**config.mk**
```make
export PLATFORM = sky130hd
export DESIGN_NAME = modular_exponentiation_top_flat
export DESIGN_NICKNAME = d
export VERILOG_FILES = /design/src/rtl/modexp_pkg.sv /design/src/rtl/modexp_base_if.sv /design/src/rtl/modexp_result_if.sv /design/src/rtl/modular_exponentiation_top.sv /design/src/flat_wrapper.sv
export SDC_FILE = /design/constraint.sdc
export NUM_CORES = 1
export LEC_CHECK = 0
export BUFFER_PORTS_ARGS = -buffer_cell sky130_fd_sc_hd__buf_2
export CAP_MARGIN = 20
export CELL_PAD_IN_SITES_DETAIL_PLACEMENT = 0
export CELL_PAD_IN_SITES_GLOBAL_PLACEMENT = 2
export CORE_ASPECT_RATIO = 1.4
export CORE_MARGIN = 8
export CORE_UTILIZATION = 30
export CTS_CLUSTER_DIAMETER = 40
export CTS_CLUSTER_SIZE = 28
export DETAILED_ROUTE_END_ITERATION = 10
export PLACE_DENSITY_LB_ADDON = 0.1
export SETUP_SLACK_MARGIN = 0.3
export SKIP_CTS_REPAIR_TIMING = 1
export SLEW_MARGIN = 20
export SYNTH_ARGS = -nofsm -noshare
export SYNTH_HDL_FRONTEND = slang
export SYNTH_SLANG_ARGS = --single-unit
```
**constraint.sdc**
```tcl
create_clock -name clk -period 7.5 [get_ports clk]
set_input_delay 0.375 -clock clk [delete_from_list [all_inputs] [get_ports clk]]
set_output_delay 0.375 -clock clk [all_outputs]
set_load 0.1 [all_outputs]
```
**src/rtl/modexp_pkg.sv**
```systemverilog
// shared constants for the modular exponentiation block
`default_nettype none

package modexp_pkg;

    localparam int OPERAND_WIDTH = 32;
    localparam int DATA_W        = 32;
    localparam int CNT_W         = $clog2(OPERAND_WIDTH);
    localparam int CFG_INDEX_W   = 1;

    localparam logic [CFG_INDEX_W-1:0] CFG_MODULUS  = 1'd0;
    localparam logic [CFG_INDEX_W-1:0] CFG_EXPONENT = 1'd1;

    localparam logic [OPERAND_WIDTH-1:0] MODULUS_RESET  = OPERAND_WIDTH'(2);
    localparam logic [OPERAND_WIDTH-1:0] MODULUS_MIN    = OPERAND_WIDTH'(2);
    localparam logic [OPERAND_WIDTH-1:0] EXPONENT_RESET = OPERAND_WIDTH'(1);
    localparam logic [OPERAND_WIDTH-1:0] OPND_ONE       = OPERAND_WIDTH'(1);

endpackage

`default_nettype wire

```
**src/rtl/modexp_base_if.sv**
```systemverilog
// input channel carrying one base value per beat
`default_nettype none

interface modexp_base_if;
    import modexp_pkg::*;

    logic              valid;
    logic              ready;
    logic [DATA_W-1:0] base;

    modport source (output valid, output base, input ready);
    modport sink   (input valid, input base, output ready);

endinterface

`default_nettype wire

```
**src/rtl/modexp_result_if.sv**
```systemverilog
// output channel carrying one power_mod value per beat
`default_nettype none

interface modexp_result_if;
    import modexp_pkg::*;

    logic              valid;
    logic              ready;
    logic [DATA_W-1:0] power_mod;

    modport source (output valid, output power_mod, input ready);
    modport sink   (input valid, input power_mod, output ready);

endinterface

`default_nettype wire

```
**src/rtl/modular_exponentiation_top.sv**
```systemverilog
// modular exponentiation, right-to-left square-and-multiply on a shared shift-add-reduce unit
//
//  channel    dir  handshake      payload
//  base_ch    in   valid/ready    base      [31:0]
//  result_ch  out  valid/ready    power_mod [31:0]
//  cfg        in   cfg_we         cfg_index [0], cfg_data [31:0]
//
// per item, each of the 32 exponent bits takes a multiply when set and always a squaring,
// all on the modular multiplier, which handles one bit per cycle
// the base is first reduced by the same unit
// base_ch.ready is low from acceptance until the result is placed in the output register
// a result waiting on result_ch holds only the final transfer, not the next acceptance
// reset gives modulus 2 and exponent 1, no clearing pass
`default_nettype none

module modular_exponentiation_top (
    input  wire                                 clk,
    input  wire                                 rst_n,
    input  wire                                 cfg_we,
    input  wire [modexp_pkg::CFG_INDEX_W-1:0]   cfg_index,
    input  wire [modexp_pkg::DATA_W-1:0]        cfg_data,
    modexp_base_if.sink                         base_ch,
    modexp_result_if.source                     result_ch
);
    import modexp_pkg::*;

    typedef enum logic [5:0] {
        S_IDLE   = 6'b000001,
        S_REDUCE = 6'b000010,
        S_NEXT   = 6'b000100,
        S_MUL    = 6'b001000,
        S_SQR    = 6'b010000,
        S_DONE   = 6'b100000
    } state_t;

    localparam logic [CNT_W-1:0] CNT_LAST = CNT_W'(OPERAND_WIDTH - 1);

    state_t                   state_reg, state_next;
    logic [OPERAND_WIDTH-1:0] modulus_reg, modulus_next;
    logic [OPERAND_WIDTH-1:0] exponent_reg, exponent_next;
    logic [OPERAND_WIDTH-1:0] prod_reg, prod_next;
    logic [OPERAND_WIDTH-1:0] x_reg, x_next;
    logic [OPERAND_WIDTH-1:0] y_reg, y_next;
    logic [OPERAND_WIDTH-1:0] acc_reg, acc_next;
    logic [OPERAND_WIDTH-1:0] sq_reg, sq_next;
    logic [OPERAND_WIDTH-1:0] exp_reg, exp_next;
    logic [CNT_W-1:0]         cnt_reg, cnt_next;
    logic [CNT_W-1:0]         bit_cnt_reg, bit_cnt_next;
    logic                     out_valid_reg, out_valid_next;
    logic [DATA_W-1:0]        power_mod_reg, power_mod_next;

    logic [OPERAND_WIDTH+1:0] sum;
    logic [OPERAND_WIDTH+1:0] n1;
    logic [OPERAND_WIDTH+1:0] n2;
    logic [OPERAND_WIDTH-1:0] addend;
    logic [OPERAND_WIDTH-1:0] step_res;
    logic                     unit_last;
    logic                     in_beat;
    logic                     out_free;

    // config writes
    always_comb
    begin
        modulus_next  = modulus_reg;
        exponent_next = exponent_reg;
        if (cfg_we)
        begin
            case (cfg_index)
                CFG_MODULUS:
                begin
                    if (cfg_data[OPERAND_WIDTH-1:0] >= MODULUS_MIN)
                    begin
                        modulus_next = cfg_data[OPERAND_WIDTH-1:0];
                    end
                end
                CFG_EXPONENT:
                begin
                    exponent_next = cfg_data[OPERAND_WIDTH-1:0];
                end
                default:
                begin
                    modulus_next  = modulus_reg;
                    exponent_next = exponent_reg;
                end
            endcase
        end
    end

    // shift-add-reduce step: prod = (2*prod + ybit*x) mod n, all inputs below n
    assign addend    = y_reg[OPERAND_WIDTH-1] ? x_reg : '0;
    assign sum       = {1'b0, prod_reg, 1'b0} + {2'b00, addend};
    assign n1        = {2'b00, modulus_reg};
    assign n2        = {1'b0, modulus_reg, 1'b0};
    assign unit_last = (cnt_reg == '0);

    always_comb
    begin
        if (sum >= n2)
        begin
            step_res = OPERAND_WIDTH'(sum - n2);
        end
        else if (sum >= n1)
        begin
            step_res = OPERAND_WIDTH'(sum - n1);
        end
        else
        begin
            step_res = sum[OPERAND_WIDTH-1:0];
        end
    end

    assign base_ch.ready       = (state_reg == S_IDLE);
    assign in_beat             = base_ch.valid && base_ch.ready;
    assign out_free            = !out_valid_reg || result_ch.ready;
    assign result_ch.valid     = out_valid_reg;
    assign result_ch.power_mod = power_mod_reg;

    // sequencer
    always_comb
    begin
        state_next     = state_reg;
        prod_next      = prod_reg;
        x_next         = x_reg;
        y_next         = y_reg;
        acc_next       = acc_reg;
        sq_next        = sq_reg;
        exp_next       = exp_reg;
        cnt_next       = cnt_reg;
        bit_cnt_next   = bit_cnt_reg;
        power_mod_next = power_mod_reg;
        out_valid_next = out_valid_reg && !result_ch.ready;

        case (state_reg)
            S_IDLE:
            begin
                if (in_beat)
                begin
                    // base mod n as 1 * base mod n
                    prod_next    = '0;
                    x_next       = OPND_ONE;
                    y_next       = base_ch.base[OPERAND_WIDTH-1:0];
                    cnt_next     = CNT_LAST;
                    acc_next     = OPND_ONE;
                    exp_next     = exponent_reg;
                    bit_cnt_next = CNT_LAST;
                    state_next   = S_REDUCE;
                end
            end
            S_REDUCE:
            begin
                prod_next = step_res;
                y_next    = y_reg << 1;
                cnt_next  = cnt_reg - 1'b1;
                if (unit_last)
                begin
                    sq_next    = step_res;
                    state_next = S_NEXT;
                end
            end
            S_NEXT:
            begin
                prod_next = '0;
                cnt_next  = CNT_LAST;
                y_next    = sq_reg;
                if (exp_reg[0])
                begin
                    x_next     = acc_reg;
                    state_next = S_MUL;
                end
                else
                begin
                    x_next     = sq_reg;
                    state_next = S_SQR;
                end
            end
            S_MUL:
            begin
                prod_next = step_res;
                y_next    = y_reg << 1;
                cnt_next  = cnt_reg - 1'b1;
                if (unit_last)
                begin
                    acc_next   = step_res;
                    prod_next  = '0;
                    x_next     = sq_reg;
                    y_next     = sq_reg;
                    cnt_next   = CNT_LAST;
                    state_next = S_SQR;
                end
            end
            S_SQR:
            begin
                prod_next = step_res;
                y_next    = y_reg << 1;
                cnt_next  = cnt_reg - 1'b1;
                if (unit_last)
                begin
                    sq_next      = step_res;
                    exp_next     = exp_reg >> 1;
                    bit_cnt_next = bit_cnt_reg - 1'b1;
                    if (bit_cnt_reg == '0)
                    begin
                        state_next = S_DONE;
                    end
                    else
                    begin
                        state_next = S_NEXT;
                    end
                end
            end
            S_DONE:
            begin
                if (out_free)
                begin
                    power_mod_next = DATA_W'(acc_reg);
                    out_valid_next = 1'b1;
                    state_next     = S_IDLE;
                end
            end
            default:
            begin
                state_next = S_IDLE;
            end
        endcase
    end

    always_ff @(posedge clk or negedge rst_n)
    begin
        if (!rst_n)
        begin
            state_reg     <= S_IDLE;
            modulus_reg   <= MODULUS_RESET;
            exponent_reg  <= EXPONENT_RESET;
            out_valid_reg <= 1'b0;
            cnt_reg       <= '0;
            bit_cnt_reg   <= '0;
        end
        else
        begin
            state_reg     <= state_next;
            modulus_reg   <= modulus_next;
            exponent_reg  <= exponent_next;
            out_valid_reg <= out_valid_next;
            cnt_reg       <= cnt_next;
            bit_cnt_reg   <= bit_cnt_next;
        end
    end

    always_ff @(posedge clk)
    begin
        prod_reg      <= prod_next;
        x_reg         <= x_next;
        y_reg         <= y_next;
        acc_reg       <= acc_next;
        sq_reg        <= sq_next;
        exp_reg       <= exp_next;
        power_mod_reg <= power_mod_next;
    end

endmodule

`default_nettype wire

```
**src/flat_wrapper.sv**
```systemverilog
// flat-port wrapper written by rule: the top's interface ports become plain ports
module modular_exponentiation_top_flat import modexp_pkg::*;
  (clk, rst_n, cfg_we, cfg_index, cfg_data, base_ch_valid, base_ch_base, base_ch_ready, result_ch_valid, result_ch_power_mod, result_ch_ready);
  modexp_base_if base_ch_i ();
  modexp_result_if result_ch_i ();
  input  wire clk;
  input  wire rst_n;
  input  wire cfg_we;
  input  wire [modexp_pkg::CFG_INDEX_W-1:0] cfg_index;
  input  wire [modexp_pkg::DATA_W-1:0] cfg_data;
  input wire logic [$bits(base_ch_i.valid)-1:0] base_ch_valid;
  input wire logic [$bits(base_ch_i.base)-1:0] base_ch_base;
  output wire logic [$bits(base_ch_i.ready)-1:0] base_ch_ready;
  output wire logic [$bits(result_ch_i.valid)-1:0] result_ch_valid;
  output wire logic [$bits(result_ch_i.power_mod)-1:0] result_ch_power_mod;
  input wire logic [$bits(result_ch_i.ready)-1:0] result_ch_ready;
  assign base_ch_i.valid = base_ch_valid;
  assign base_ch_i.base = base_ch_base;
  assign base_ch_ready = base_ch_i.ready;
  assign result_ch_valid = result_ch_i.valid;
  assign result_ch_power_mod = result_ch_i.power_mod;
  assign result_ch_i.ready = result_ch_ready;
  modular_exponentiation_top u_core (.clk(clk), .rst_n(rst_n), .cfg_we(cfg_we), .cfg_index(cfg_index), .cfg_data(cfg_data), .base_ch(base_ch_i), .result_ch(result_ch_i));
endmodule
```
Yosys cells after proc, flatten, opt, wreduce, memory -nomap -nowiden:

Index checks and enable logic that the tools add are counted.

* register bits: 305
* latch bits: 0
* memory bits (writable): 0
* memory bits (read-only): 0
* input port bits: 70
* output and inout bits: 34
* logic and storage cells: 87
* memories kept: 0

* add/sub/neg operators: 5
* multiply operators: 0
* divide/modulo/power cells: 0
* $lt $le $gt $ge: 3
* eq/ne operators: 11
* shift-type cells: 0
* multiplexer cells: 33
* bitwise logic cells: 1
* reductions and logical operators: 21

Operators with widths (count)
* $mux 32: 13
* $pmux 32 s4: 2
* $pmux 32 s2: 2
* $pmux 32 s3: 1
* $sub 32x32->32: 2
* $mux 6: 6
* $pmux 6 s6: 1
* $add 33x32->34: 1
* $ge 34x32->1: 1
* $ge 34x33->1: 1
* $ge 32x2->1 const B: 1
* $mux 5: 4
* $pmux 5 s4: 1
* $reduce_and 3->1: 4
* $logic_not 5->1: 2
* $pmux 5 s2: 1
* $sub 5x1->5 const B: 2
* $ne 2x1->1 const B: 4
* $reduce_and 2->1: 4
* $eq 6x1->1 const B: 1
* $eq 6x2->1 const B: 1
* $eq 6x3->1 const B: 1
* $eq 6x4->1 const B: 1
* $eq 6x5->1 const B: 1
* other kinds (12): 16

Logic depth before layout (Yosys ltp):

* depth in word-level cells: 7
* gate-level depth with buffers: 27
* gate-level depth less buffers: 23

Worst setup path after synthesis:

OpenSTA, ideal clock, no wires.

* kind: reg-to-reg
* from: reg u_core.y_reg[31]
* to: reg u_core.sq_reg[3], data pin
* setup time: 0.264 ns
* data arrival time: 5.111 ns
* path slack: 2.125 ns
* cell stages (with the launch flop): 25
* path buffers: 3
* period minus slack after synthesis: 5.375 ns
* cell sequence: edfxtp_1 -> clkbuf_1 -> and2_1 -> ha_1 -> fa_1 -> a21o_1 -> a41o_1 -> o21bai_1 -> a2111oi_0 -> o31ai_1 -> nor2b_1 -> o21ai_0 -> xor2_1 -> ha_1 -> a21o_1 -> a21oi_1 -> o211ai_1 -> o41ai_1 -> o21ai_0 -> a21oi_1 -> o21ai_1 -> nor2_1 -> clkbuf_1 -> buf_2 -> a21oi_1

* longest elaborated chain between the ends: 5
* elaborated cells on any way between the ends: 8

RTL lines
* start, declared: RTL line modular_exponentiation_top.sv:43 `logic [OPERAND_WIDTH-1:0] y_reg, y_next;`
* start signal, assigned: RTL line modular_exponentiation_top.sv:253 `y_reg <= y_next;`
* $mux 32 (*): RTL line modular_exponentiation_top.sv:90 `assign addend = y_reg[OPERAND_WIDTH-1] ? x_reg : '0;`
* $add 33x32->34 (*): RTL line modular_exponentiation_top.sv:91 `assign sum = {1'b0, prod_reg, 1'b0} + {2'b00, addend};`
* $sub 32x32->32 or $ge 34x32->1 (tied branches): RTL line modular_exponentiation_top.sv:104, modular_exponentiation_top.sv:102
* $mux 32: RTL line modular_exponentiation_top.sv:102 `else if (sum >= n1)`
* $mux 32 (*): RTL line modular_exponentiation_top.sv:98 `if (sum >= n2)`
* via u_core.step_res[3]: RTL line modular_exponentiation_top.sv:56 `logic [OPERAND_WIDTH-1:0] step_res;`
* end signal, assigned: RTL line modular_exponentiation_top.sv:255 `sq_reg <= sq_next;`
* end, declared: RTL line modular_exponentiation_top.sv:45 `logic [OPERAND_WIDTH-1:0] sq_reg, sq_next;`

Mark *: on every way through the listed nets, which the timed path passes. The rest lies on a longest branch.
A chain may end at the register's enable or synchronous reset.

Worst setup path in the final report:

* from: reg u_core.y_reg[31]
* to: reg u_core.prod_reg[29], data pin

* longest elaborated chain between the ends: 7
* elaborated cells on any way between the ends: 10

RTL lines
* $mux 32 (*): RTL line modular_exponentiation_top.sv:90
* $add 33x32->34 (*): RTL line modular_exponentiation_top.sv:91
* $sub 32x32->32 or $ge 34x32->1 (tied branches): RTL line modular_exponentiation_top.sv:104, modular_exponentiation_top.sv:102
* $mux 32: RTL line modular_exponentiation_top.sv:102
* $mux 32 (*): RTL line modular_exponentiation_top.sv:98
* $mux 32: RTL line modular_exponentiation_top.sv:181 `if (unit_last)`
* $pmux 32 s4 (*): RTL line modular_exponentiation_top.sv:133 `case (state_reg)`
* via u_core.prod_next[29]: RTL line modular_exponentiation_top.sv:41 `logic [OPERAND_WIDTH-1:0] prod_reg, prod_next;`
* end signal, assigned: RTL line modular_exponentiation_top.sv:251 `prod_reg <= prod_next;`
* end, declared: RTL line modular_exponentiation_top.sv:41

Marked as above.

==> impl_metrics.py <==
metrics = {
    "outcome": {
        "status": "finished, final reports clean",
    },
    "timing": {
        "skew_ns": 0.0441,
        "max_slew.worst_pin.slew_ns": 1.03,
        "finalSetupViolCount": 0,
        "drv_slew": 0,
        "fmax_mhz": 149,
        "relSlewSlack_pct": 31.2,
        "finalHoldViolCount": 0,
        "rsz0062_at_grt": "no",
        "fin_tns_setup_ns": 0,
        "fin_crit_ns": 6.70,
        "setup_ws_ns": 0.804,
        "period_share_pct": 89.3,
    },
    "setup_path": {
        "critPathRequiredTime_ns": 7.79,
        "worstPathArrival_ns": 6.99,
        "path_cells": "buf_4 > and2_1 > ha_1 > a41o_1 > o21bai_1 > a2111oi_1 > o31ai_1 > nor2b_1 > o21ai_0 > xor2_1 > ha_1 > a21o_1 > a21oi_1 > o211ai_1 > o41ai_2 > o21ai_0 > a21oi_1 > o21ai_1 > or2_0 > buf_4 > o31ai_2 > nor2_1",
        "max_stage_delay_ns": 0.69,
        "cp_slowest_cell": "a2111oi_1",
        "timing.rr.start": "u_core.y_reg[31]",
        "critPathLaunchType": "register",
        "crit_family": "compound AO/OA/AOI/OAI gates",
        "cp-startpoint": "u_core.y_reg[31]",
        "cp-end-kind": "register",
        "critPathBufInv": 2,
        "crit_path_max_fanout": 15,
        "path_class": "register to register",
    },
    "routing": {
        "dr_total_vias": 13500,
        "drt_iter0_drc": 815,
        "final_antenna_net_count": 0,
        "drc": 0,
        "routed_wl_um": 57900,
        "vias_per_cell": 5.24,
        "dr.pass1.iters": 5,
        "wl_per_cell_um": 22.5,
    },
    "synth": {
        "syn_nets": 1841,
        "synth-warning-count": 0,
        "synth.avg_cell_area_um2": 10.7,
        "synth-edff-count": 224,
        "synth_area_leaders": "edfxtp_1 (38%), dfrtp_1 (11%), ha_1 (6.8%)",
        "synth_top_area_share_pct": 37.8,
        "synthFlopType": "edfxtp_1",
        "netlist_instances": 1671,
        "ys_ff_latch": 305,
        "async_reset_ff_share_pct": 26.6,
        "synthDistinctLibCells": 82,
        "synth_top_area_cell": "edfxtp_1",
        "synth_area_mm2": 0.0178,
        "synth-seq-area-share_pct": 49.2,
    },
    "floorplanning": {
        "start_util_pct": 30.3,
        "die_h_um": 304,
        "dieArea_mm2": 0.0675,
        "ios": 104,
        "core_mm2": 0.0587,
        "die_w_um": 222,
        "core.rowCount": 105,
    },
    "flow_run": {
        "maxCapViolations": 0,
    },
    "finish": {
        "drive_gt1_share_pct": 17.5,
        "fin_nets": 1962,
        "final_common_cell": "edfxtp_1",
        "antenna_cells": 0,
        "most-common-layout-cells": "edfxtp_1 (224), nand2_1 (169), a21oi_1 (112)",
        "syn2layout_area_growth_pct": 17.6,
        "fillers": 5904,
    },
    "clocking": {
        "cts_buffers": 43,
        "clockBufferDepth": 3,
        "htreeDepth": 2,
        "cts_sinks": 305,
        "tritoncts": "done",
        "clkTransAtPathRegs_ns": 0.07,
        "cts_root_buf": "clkbuf_16",
        "clkLatencyLatePin_ns": 0.60,
    },
    "global_route": {
        "overflow": 0,
        "grt_pass1_wl_um": 86900,
        "grt_max_degree": 65,
        "grt_pass1_vias": 13800,
        "antenna_found_initial": 1,
        "grt_use_total_pct": 16.6,
    },
    "placed_design": {
        "portBuffers": 103,
        "dp_hpwl_um": 43600,
        "gp_congestion": 0.864,
        "place_ws_ns": 0.222,
    },
    "hold_path": {
        "hp-class": "input port to register",
        "hold_start": "result_ch_ready",
    },
}
[per-layer routing]
layer | GRT usage [%] | up-vias | share of wire [%]
met3 | 2.50 | 102 | 3.6
met4 | 6.82 | 2 | 4.4
met5 | 0 | - | 0.017
li1 | - | 6556 | -
met2 | 27.2 | 285 | 46
met1 | 21.7 | 6543 | 46
[worst register-to-register path: stages (launching register included)]
cell       delay (ns)
edfxtp_1         0.58
buf_4            0.28
and2_1           0.15
ha_1             0.40
a41o_1           0.25
o21bai_1         0.09
a2111oi_1        0.69
o31ai_1          0.15
nor2b_1          0.21
o21ai_0          0.21
xor2_1           0.30
ha_1             0.35
a21o_1           0.19
a21oi_1          0.23
o211ai_1         0.16
o41ai_2          0.39
o21ai_0          0.14
a21oi_1          0.21
o21ai_1          0.39
or2_0            0.33
buf_4            0.21
o31ai_2          0.44
nor2_1           0.08
[path summary, 6_finish.rpt]
path,cells past startpoint,slack [ns],endpoint
worst max register to register,22,0.80,u_core.prod_reg[29]
worst min-delay path,2,0.008,u_core.result_ch.valid
min in group asynchronous,2,0.29,u_core.cnt_reg[3]
max in group asynchronous,3,6.15,u_core.exponent_reg[26]
worst max-delay path,22,0.80,u_core.prod_reg[29]
worst min register to register,0,0.45,u_core.result_ch.power_mod[24]
[logic make-up (layout without fill, tap and decap cells)]
group | after synthesis | count (layout) | share of synthesized area [%]
AND/OR/NAND/NOR | 472 | 474 | 12.7
AO/OA/AOI/OAI | 466 | 466 | 18.4
adder cells (fa/ha/maj) | 100 | 100 | 7.15
flip-flops | 305 | 305 | 49.2
multiplexers | 88 | 88 | 5.39
XOR/XNOR | 71 | 71 | 3.49
buffers and inverters | 169 | 323 | 3.71
[Yosys cell counts (all sizes together), types with 14 or more instances]
cell type,count
a222oi,31
nand2,170
ha,97
nor3,30
nor4,16
clkbuf,54
inv,102
mux2i,25
nand3,28
and2,43
nand4,16
xnor2,51
dfrtp,78
xor2,20
nand2b,14
a211oi,65
nor2b,15
nor2,97
a22o,33
o21ai,72
a21o,32
mux2,63
a21oi,115
edfxtp,224
[through the flow]
stage,utilization [%],hold WS (ns),instance area (um2),std cells
after floorplan,-,0.0794,17800,1671
after global placement,32.9,0.367,19300,2488
after detailed placement,33.0,0.371,19400,2490
after CTS,35.5,-0.259,20900,2570
after global routing,35.6,0.00546,20900,2576
final,35.6,0.00831,20900,2576
[final cells by class]
cell class,instances,area [um2],share of cell area (%)
Sequential cell,305,8760,41.8
Multi-Input combinational cell,1199,8520,40.7
Clock buffer,48,1130,5.38
Tap cell,749,937,4.48
Timing Repair Buffer,141,871,4.16
Inverter,102,383,1.83
Clock inverter,32,340,1.63
Power is not shown: default switching activity piles up to over one toggle a cycle in this logic, so the estimate is an artifact.
